File: src/sv/nbss_pkg.sv
// Shared types and constants for the nearest boundary snap search block.
// Used by the channel interfaces, the chain cell and the top level.
`timescale 1ns / 1ps
`default_nettype none

package nbss_pkg;

   // Field widths of the request and response words
   localparam int CMD_W  = 2;
   localparam int POS_W  = 32;
   localparam int STAT_W = 2;
   localparam int IDX_W  = 6;

   typedef logic [CMD_W-1:0]        cmd_type;
   typedef logic signed [POS_W-1:0] pos_type;
   typedef logic [STAT_W-1:0]       stat_type;
   typedef logic [IDX_W-1:0]        idx_type;

   // Command codes
   localparam cmd_type CMD_CLEAR  = 2'd0;
   localparam cmd_type CMD_APPEND = 2'd1;
   localparam cmd_type CMD_QUERY  = 2'd2;

   // Response status codes
   localparam stat_type STAT_OK      = 2'd0;
   localparam stat_type STAT_FOUND   = 2'd1;
   localparam stat_type STAT_NOMATCH = 2'd2;
   localparam stat_type STAT_FULL    = 2'd3;

   // Search token handed from cell to cell
   typedef struct packed {
      logic    active;
      logic    done;
      logic    found;
      idx_type idx;
      pos_type pos;
      pos_type prev;
   } tok_type;

endpackage

`default_nettype wire

File: src/sv/nbss_cell.sv
// One cell of the boundary chain: holds one boundary and, past the first cell, tests one interval.
// Depends on nbss_pkg.
`timescale 1ns / 1ps
`default_nettype none

module nbss_cell #(
   parameter int CELL_INDEX = 0,
   parameter int CW         = 7
) (
   input  logic             clock,
   input  logic             reset,
   input  logic             wr_en,
   input  logic [CW-1:0]    count,
   input  nbss_pkg::pos_type wr_value,
   input  nbss_pkg::tok_type up_tok,
   output nbss_pkg::tok_type dn_tok
);
   import nbss_pkg::*;

   localparam logic [CW-1:0] SELF = CW'(CELL_INDEX);

   pos_type bound_ff;
   tok_type hand_ff;
   tok_type hand_in;

   // Store the boundary when the append lands on this slot
   always_ff @(posedge clock) begin
      if (wr_en && (count == SELF)) begin
         bound_ff <= wr_value;
      end
   end

   // Pass the token on, one cell per cycle
   always_ff @(posedge clock) begin
      if (reset) begin
         hand_ff <= '0;
      end else begin
         hand_ff <= hand_in;
      end
   end

   assign dn_tok = hand_ff;

   if (CELL_INDEX == 0) begin : g_head
      // First cell only supplies the left limit to its neighbour
      always_comb begin
         hand_in      = up_tok;
         hand_in.prev = bound_ff;
      end
   end else begin : g_body
      localparam logic [CW-1:0] LEFT = CW'(CELL_INDEX - 1);

      logic signed [POS_W:0]   p_w;
      logic signed [POS_W:0]   lo_w;
      logic signed [POS_W:0]   hi_w;
      logic signed [POS_W:0]   d_lo;
      logic signed [POS_W:0]   d_hi;
      logic signed [POS_W:0]   span;
      logic signed [POS_W:0]   snap;
      logic signed [POS_W+1:0] p_x;
      logic signed [POS_W+1:0] floor_x;
      logic                    live;
      logic                    below;
      logic [CW-1:0]           pick;
      logic [CW-1:0]           last;

      // Test the interval [prev, own boundary) against the position
      always_comb begin
         p_w     = {up_tok.pos[POS_W-1], up_tok.pos};
         lo_w    = {up_tok.prev[POS_W-1], up_tok.prev};
         hi_w    = {bound_ff[POS_W-1], bound_ff};
         d_lo    = p_w - lo_w;
         d_hi    = hi_w - p_w;
         span    = hi_w - lo_w;
         snap    = span >>> 1;
         p_x     = {p_w[POS_W], p_w};
         floor_x = {lo_w[POS_W], lo_w} - {snap[POS_W], snap};
         below   = (p_w < lo_w);
         live    = up_tok.active && !up_tok.done && (SELF < count);
         last    = count - CW'(1);
         pick    = (d_lo < d_hi) ? LEFT : SELF;

         hand_in      = up_tok;
         hand_in.prev = bound_ff;
         if (live) begin
            if ((CELL_INDEX == 1) && below) begin
               // below the first boundary: snap to it within half the first width
               hand_in.done  = 1'b1;
               hand_in.found = (p_x >= floor_x);
               hand_in.idx   = '0;
            end else if (!below && (p_w < hi_w)) begin
               // nearer limit, ties to the right; the last boundary never answers
               hand_in.done  = 1'b1;
               hand_in.found = (pick != last);
               hand_in.idx   = (pick != last) ? IDX_W'(pick) : '0;
            end
         end
      end
   end

endmodule

`default_nettype wire

File: config.mk
export PLATFORM = sky130hd
export DESIGN_NAME = nbss_cell
export DESIGN_NICKNAME = d
export VERILOG_FILES = /design/src/sv/nbss_pkg.sv /design/src/sv/nbss_cell.sv
export SDC_FILE = /design/constraint.sdc
export NUM_CORES = 1
export LEC_CHECK = 0
export BUFFER_PORTS_ARGS = -buffer_cell sky130_fd_sc_hd__buf_2
export CAP_MARGIN = 20
export CORE_ASPECT_RATIO = 0.6
export CORE_MARGIN = 3
export CORE_UTILIZATION = 40
export CTS_BUF_LIST = sky130_fd_sc_hd__clkbuf_4
export DETAILED_ROUTE_END_ITERATION = 12
export HOLD_SLACK_MARGIN = 0.06
export PLACE_DENSITY = 0.76
export REMOVE_ABC_BUFFERS = 1
export SLEW_MARGIN = 5
export SYNTH_ARGS = -nofsm -noshare
export SYNTH_HDL_FRONTEND = slang
export SYNTH_SLANG_ARGS = --single-unit
export TNS_END_PERCENT = 50
File: constraint.sdc
create_clock -name clock -period 2.5 [get_ports clock]
set_clock_uncertainty 0.05 [all_clocks]
set_input_delay 0.5 -clock clock [delete_from_list [all_inputs] [get_ports clock]]
set_output_delay 0.5 -clock clock [all_outputs]
set_load 0.03 [all_outputs]
; ---- Word-level counts from Yosys, hierarchy flattened
; Cells that the tools add are included.
[classes]
reduce_logical = 2
[op_table]
columns = op, n
row1 = 7-bit logical NOT, 1
row2 = 1-bit logical AND, 1
[totals]
reg_bits = 105
input_bits = 115
output_inout_bits = 73
word_cells = 9

; ---- Longest topological paths before layout
; Gate-level depths: netlist (run 1).
[depth]
ltp_word = 2
mapped_depth = 3
ltp_nobuf = 2

; ---- Least setup slack after synthesis (run 1)
; No wires, ideal clock.
[synth_path]
path_type = input to register
startpoint = input count[1]
endpoint = register bound_ff[0], enable pin
setup_time_ns = 0.392
arrival_time_ns = 1.640
required_time_ns = 2.058
slack_ns = 0.418
stages = 2
n_path_buf = 0
path_cell_list = nor4_1 > and4b_1
[synth_between]
elab_chain_cells = 2
[synth_rtl]
columns = element, line
row1 = start: declaration, nbss_cell.sv:13  ; input logic [CW-1:0] count,
row2 = 7-bit logical NOT, nbss_cell.sv:28  ; if (wr_en && (count == SELF)) begin
row3 = 1-bit logical AND, nbss_cell.sv:28
row4 = end signal: assignment, nbss_cell.sv:29  ; bound_ff <= wr_value;
row5 = end: declaration, nbss_cell.sv:22  ; pos_type bound_ff;
; Every way passes these cells.
; A chain may end at the register's enable or synchronous reset.

; ---- Worst setup path after layout (run 1)
[layout_path]
startpoint = register hand_ff (netlist bit dn_tok[12])
endpoint = output dn_tok[12] (netlist name)
[layout_rtl]
columns = element, line
row1 = start: declaration, nbss_cell.sv:23  ; tok_type hand_ff;
row2 = start signal: assignment, nbss_cell.sv:38  ; hand_ff <= hand_in;
row3 = end: declaration, nbss_cell.sv:16  ; output nbss_pkg::tok_type dn_tok
; No word-level cell between the ends.

==> impl_results.md, run 1 <==
- Run status: finished clean
- Filler cells: about 570
- CP Capture Type: output pin
- Slowest CP cell: dfxtp_1
- Starting DRT DRC Count: 69
- Final Power: around 3.1 mW
- Drt first pass iters: 2
- Max Root-Sink Buffers: 2
- Initial Util: 42.9%
- P_leak: 1.85 nW
- Total Routing Usage GR: between 10% and 20%
- Clock transition at the registers of the reported paths: around 140 ps
- Worst Path Max Fanout: 1
- Critical path, cell by cell: buf_2
- Max Slew Vio Count: 0
- Crit path max-delay family: flip-flops
- Resize count post-CTS: 0
- Tcrit/Tclk final: between 60% and 70%
- Final critical path time including I/O delays and setup: 1530 ps
- Most frequent cells in the layout: 155 x buf_2, 73 x nor2b_1, 73 x dfxtp_1, 32 x edfxtp_1, 10 x clkbuf_4
- Row count: 23
- CTS Buf Count: 9
- Root buf cell: clkbuf_4
- Number of global-route vias before repair: about 1.8k
- CTS tree: done
- Total clock sinks: between 100 and 150
- Die Y: 73.0 um
- Synthesized area per cell: approximately 16 sq um
- Worst-Skew Late Latency: ~450 ps
- Layout area overhead: 34.6%
- Setup TNS: 0 ps
- Worst Path Arrival: between 900 and 1000 ps
- Synth area leaders: dfxtp_1 49%, edfxtp_1 32%, nor2b_1 15%
- First-pass GRT wire length: 8830 um
- Synth unique cells: 7
- Cts hold-fix bufs: 0
- Flip-flop and latch count after synthesis: around 110
- Layout cells sized above 1: about half
- Worst slew pin tran: 571 ps
- Final net count: ~460
- Yosys warnings: 0
- Max-cap violations: 0
- DRC: 0
- Worst Hold Slack: about 170 ps
- Post-Syn Instances: about 190
- Critical path launch point type: flip-flop
- PwrDens: approximately 770 mW/mm^2
- Post-DR wirelength/cell: ~12 um
- Crit-path max cell delay: 340 ps
- Reg area: 0.00242 sq mm
- RSZ-0062 raised after global routing: no
- Die area: about 0.0086 sq mm
- Routed wire length: ~5600 um
- # port buffers: about 160
- Vias per cell: a little over 4
- Fin. Hold Viols: 0
- RePlAce Congestion: between 0.7 and 0.8
- Req. time, crit path: roughly 2000 ps
- IO Pins: roughly 190
- Area of the multi-input gates: about 480 sq um
- Largest net degree at the start of global routing: between 40 and 50
- Core area: 0.00696 sq mm
- Peak supply drop: between 400 and 500 uV
- Most common cell after layout, fill and taps aside: buf_2
- Post-CTS setup buffers: 0
- Global route overflow: 0
- Placed Cells: 438
- Mapped Area: around 0.003 sq mm
- CTS H-tree depth: 3
- Die X: between 100 and 150 um
- Achievable Freq: roughly 650 MHz
- Setup violations, final: 0
- Slew HR: 61.9%
- Yosys top cell by area: dfxtp_1
- Setup WS post-layout: ~970 ps
- Antenna cell count: 0
- Final std cells w/o fill: ~450
- Initial antenna violation count: 0
- WP buf/inv: 1
- Via Count: around 1.8k
- Register area share after synthesis: between 80% and 90%
- Post-DP HPWL: about 4000 um
- Post-Place Setup Slack: approximately 570 ps
- Post-synth top area share: approximately half
- Hold crit path type: input port to flip-flop
- Crit Path Class: flip-flop to output pin
- Antenna Nets Post-Route: 0
cells in the mapped netlist:
| cell | count |
|---|---|
| and4b_1 | 1 |
| nor2b_1 | 73 |
| nor2_1 | 1 |
| buf_6 | 8 |
| nor4_1 | 1 |
| edfxtp_1 | 32 |
| dfxtp_1 | 73 |
stage by stage:
stage | utilization (%) | instance area (sq um)
floorplan | - | 2900
detailed placement | 55.2 | 3840
CTS | 57.8 | 4020
finish | 57.8 | 4020
global route | 57.8 | 4020
global placement | 55.2 | 3840
area by class of cell:
class | count | area share, %
multi-input combinational | 76 | 11.9
tap | 100 | 3.11
timing repair buffer | 157 | 20.3
sequential | 105 | 60.2
clock buffer | 10 | 1.87
clock inverter | 6 | 2.64
metal layers:
metal / GRT usage (%) / vias to the layer above / wire [um]
met4: 7.01 / 0 / 102
met5: 0 / - / 0
met2: 20.2 / 112 / 2330
met1: 15.7 / 790 / 2350
li1: - / 923 / -
met3: 9.45 / 10 / 798
cell families (layout without fill, tap and decap cells):
kind of cell           count (synthesis)  after routing  synth area share, %
DFF                                  105            105                 81.0
and+or+nand+nor                       76             76                 15.9
buffers and inverters                  8            173                 3.01
state kept, by name, summed over array words and instances, names as in the netlist:
signal / flops
bound_ff: 32
dn_tok: 73
path summary, 6_finish.rpt:
| path | start | endpoint | slack, ps | cells after the start |
|---|---|---|---|---|
| hold reg to reg | bound_ff[31] | dn_tok[31] | 410 | 1 |
| hold / removal | wr_value[19] | bound_ff[19] | 170 | 1 |
| setup / recovery | dn_tok[12] | dn_tok[12] | 970 | 1 |
| setup reg to reg | bound_ff[22] | dn_tok[22] | 1810 | 1 |
power by group:
| part | switching (mW) | total, mW | leakage, nW | internal, mW |
|---|---|---|---|---|
| Sequential | 0.0109 | 1.82 | 0.896 | 1.80 |
| Combinational | 0.162 | 0.263 | 0.855 | 0.101 |
| Clock | 0.505 | 1.02 | 0.0940 | 0.513 |
| Total | 0.678 | 3.10 | 1.85 | 2.42 |
No activity file was read; power rests on OpenSTA's default activity.
==> run 2, diff against run 1 <==
--- a/config.mk
+++ b/config.mk
@@ -5,6 +5,7 @@
 export SDC_FILE = /design/constraint.sdc
 export NUM_CORES = 1
 export LEC_CHECK = 0
+export ABC_AREA = 1
 export BUFFER_PORTS_ARGS = -buffer_cell sky130_fd_sc_hd__buf_2
 export CAP_MARGIN = 20
 export CORE_ASPECT_RATIO = 0.6
@@ -13,7 +14,7 @@
 export CTS_BUF_LIST = sky130_fd_sc_hd__clkbuf_4
 export DETAILED_ROUTE_END_ITERATION = 12
 export HOLD_SLACK_MARGIN = 0.06
-export PLACE_DENSITY = 0.76
+export PLACE_DENSITY = 0.78
 export REMOVE_ABC_BUFFERS = 1
 export SLEW_MARGIN = 5
 export SYNTH_ARGS = -nofsm -noshare
==> constraint.sdc (replaced) <==
create_clock -name clock -period 1.3 [get_ports clock]
set_clock_uncertainty 0.05 [all_clocks]
set_input_delay 0.26 -clock clock [delete_from_list [all_inputs] [get_ports clock]]
set_output_delay 0.26 -clock clock [all_outputs]
set_load 0.03 [all_outputs]
==> impl_results.md, run 2 <==
- Worst slew pin tran: 224 ps (was 571 ps)
- Antenna cell count: 0 (unchanged)
- Worst Path Arrival: 1640 ps (was 980 ps)
- Post-CTS setup buffers: 0 (unchanged)
- Mapped Area: 0.00311 sq mm (was 0.00299 sq mm)
- Die area: 0.00890 sq mm (was 0.00858 sq mm)
- Max Root-Sink Buffers: 2 (unchanged)
- Max-cap violations: 0 (unchanged)
- Crit-path most repeated cell: dlygate4sd3_1
- Starting DRT DRC Count: 116 (was 69)
- Flip-flop and latch count after synthesis: 105 (unchanged)
- Post-Syn Instances: 267 (was 189)
- CTS H-tree depth: 3 (unchanged)
- Setup WS post-layout: -49.6 ps (was 966 ps)
- Final std cells w/o fill: 616 (was 454)
- Hold crit path type: input port to flip-flop (unchanged)
- PwrDens: 1100 mW/mm^2 (was 770 mW/mm^2)
- Max Slew Vio Count: 0 (unchanged)
- Post-DP HPWL: 4440 um (was 4080 um)
- CTS Buf Count: 9 (unchanged)
- Initial Util: 42.1% (was 42.9%)
- Placed cell area: 0.00399 sq mm (was 0.00384 sq mm)
- Layout area overhead: 71.3% (was 34.6%)
- Clock transition at the registers of the reported paths: 160 ps (was 140 ps)
- Worst-Skew Late Latency: 430 ps (was 450 ps)
- Post-route design area: 0.00533 sq mm (was 0.00402 sq mm)
- Yosys warnings: 0 (unchanged)
- Setup violations, final: 2 (was 0)
- Synthesized area per cell: 11.6 sq um (was 15.8 sq um)
- Via Count: 2,574 (was 1,835)
- Slew HR: 85.0% (was 61.9%)
- Global route overflow: 0 (unchanged)
- Hold_sp: reset (was wr_value[19])
- Antenna Nets Post-Route: 0 (unchanged)
- RePlAce Congestion: 0.692 (was 0.704)
- P_leak: 2.64 nW (was 1.85 nW)
- Initial antenna violation count: 0 (unchanged)
- Number of flops mapped to enable cells by yosys: 32 (unchanged)
- Peak supply drop: 650 uV (was 423 uV)
- Main synth FF type: dfxtp_1 (unchanged)
- IO Pins: 188 (unchanged)
- Reg area: 0.00248 sq mm (was 0.00242 sq mm)
- CP Capture Type: flip-flop (was output pin)
- Most frequent cells after synthesis: 78 x nor2_1, 74 x inv_1, 73 x dfxtp_1, 32 x edfxtp_1, 7 x clkbuf_8 (was 73 x dfxtp_1, 73 x nor2b_1, 32 x edfxtp_1, 8 x buf_6)
- Critical path launch point type: input port (was flip-flop)
- Drt first pass iters: 4 (was 2)
- Req. time, crit path: 1590 ps (was 1950 ps)
- Tcrit/Tclk final: 104%
- Area of the multi-input gates: 308 sq um (was 478 sq um)
- DRC: 0 (unchanged)
- # port buffers: 155 (unchanged)
- Total clock sinks: 105 (unchanged)
- Synth unique cells: 7 (unchanged)
- First-pass GRT wire length: 12,800 um (was 8830 um)
- Count leader, synth: nor2_1
- Synth area leaders: dfxtp_1 47%, edfxtp_1 31%, nor2_1 9.4% (was dfxtp_1 49%, edfxtp_1 32%, nor2b_1 15%)
- Achievable Freq: ~740 MHz
- Crit Path Class: input port to flip-flop (was flip-flop to output pin)
- Placed Cells: 522 (was 438)
- Vias per cell: 4.18 (was 4.04)
- Yosys top cell by area: dfxtp_1 (unchanged)
- FFs w/ async S/R, synth: 0% (unchanged)
- Largest net degree at the start of global routing: 38 (was 45)
- Slowest CP cell: dlygate4sd3_1 (was dfxtp_1)
- CTS tree: done (unchanged)
- Register area share after synthesis: 77.9% (was 81.0%)
- Final critical path time including I/O delays and setup: 1350 ps
- Most frequent cells in the layout: 82 x buf_2, 78 x dlygate4sd3_1, 77 x nor2_1, 74 x inv_1, 52 x buf_6 (was 155 x buf_2, 73 x nor2b_1, 73 x dfxtp_1, 32 x edfxtp_1, 10 x clkbuf_4)
- Worst Path Max Fanout: 1 (unchanged)
- Fin. Hold Viols: 0 (unchanged)
- Largest register FFs: 73 (unchanged)
- Die X: 120 um (was 118 um)
- CP startpoint: up_tok[64] (was dn_tok[12])
- Most common cell after layout, fill and taps aside: buf_2 (unchanged)
- Total Routing Usage GR: 19.2% (was 13.9%)
- Root buf cell: clkbuf_4 (unchanged)
- RSZ-0062 raised after global routing: yes (was no)
- Die Y: 74.3 um (was 73.0 um)
- Number of global-route vias before repair: 2,625 (was 1,814)
- Run status: finished with violations (was finished clean)
- Final net count: 622 (was 464)
- Crit path max-delay family: buffers and inverters (was flip-flops)
- Post-synth top area share: 47.0% (was 48.9%)
- Routed wire length: 9300 um (was 5580 um)
- Filler cells: 482 (was 572)
- WP buf/inv: 4 (was 1)
- Failing checks: setup timing
- Crit-path max cell delay: 590 ps (was 340 ps)
- Core area: 0.00739 sq mm (was 0.00696 sq mm)
- Critical path, cell by cell: dlygate4sd3_1 > buf_2 > inv_1 > nor2_1 > dlygate4sd3_1 (was buf_2)
- Layout cells sized above 1: 43.6% (was 48.9%)
- Critical R2R Launch: bound_ff[18] (was bound_ff[22])
- Row count: 24 (was 23)
- Post-DR wirelength/cell: 15.1 um (was 12.3 um)
## run 2: path summary, 6_finish.rpt
| path | end | slack [ps] | cells after the start |
|---|---|---|---|
| worst max-delay path | dn_tok[64] | -50 | 5 |
| worst min-delay path | dn_tok[4] | 240 | 3 |
| worst max register to register | dn_tok[18] | 590 | 2 |
| worst min register to register | dn_tok[25] | 400 | 2 |
## run 2: through the flow
step           power (mW)  utilization (%)  hold WS, ps  setup WS, ps  TNS (ps)
2_1_floorplan        3.83                -          281          -940    -30080
3_3_place_gp         4.09             54.1          376          35.5         0
3_5_place_dp         4.10             54.1          387          16.9         0
4_1_cts              5.78             68.8          195        0.0371         0
5_1_grt              6.08             72.1          209         -39.9      -467
6_report             5.84             72.1          241         -49.6     -62.3
## run 2: routing by layer
metal	up-vias	wire length (um)	GRT usage, %
met2	127	4750	35.1
met1	1195	3490	20.4
met5	-	0	0
met3	15	927	8.74
li1	1237	-	-
met4	0	129	5.71
## run 2: final cells by class
class	count	share of cell area, %
Clock buffer	11	1.55
Sequential cell	105	46.6
Inverter	74	5.22
Timing Repair Buffer	237	37.8
Tap cell	104	2.44
Multi-Input combinational cell	80	5.78
Clock inverter	5	0.587
## run 2: report_power, final
part	total [mW]	switching, mW	internal (mW)
Sequential	3.53	0.0476	3.48
Combinational	0.844	0.404	0.439
Clock	1.47	1.03	0.440
Total	5.84	1.48	4.36
## run 2: logic make-up (layout without fill, tap and decap cells)
group | count (synthesis) | count (layout) | synth area share [%]
flops | 105 | 105 | 77.9
buf+inv | 82 | 327 | 12.4
simple gates | 80 | 80 | 9.66
## run 2: timing repair
| item | CTS | global route |
|---|---|---|
| hold buffers | 78 | 0 |
| gates cloned | 0 | 0 |
| hold endpoints to repair | 76 | 0 |
| resized for setup | 77 | 101 |
| endpoints found under the setup margin | 66 | 60 |
## run 2: worst register-to-register path: cells and delay by family, from the launching register on
kind                   cells  cell delay [ps]
flip-flops                 1              420
AND/OR/NAND/NOR            1               60
buffers and inverters      1              100
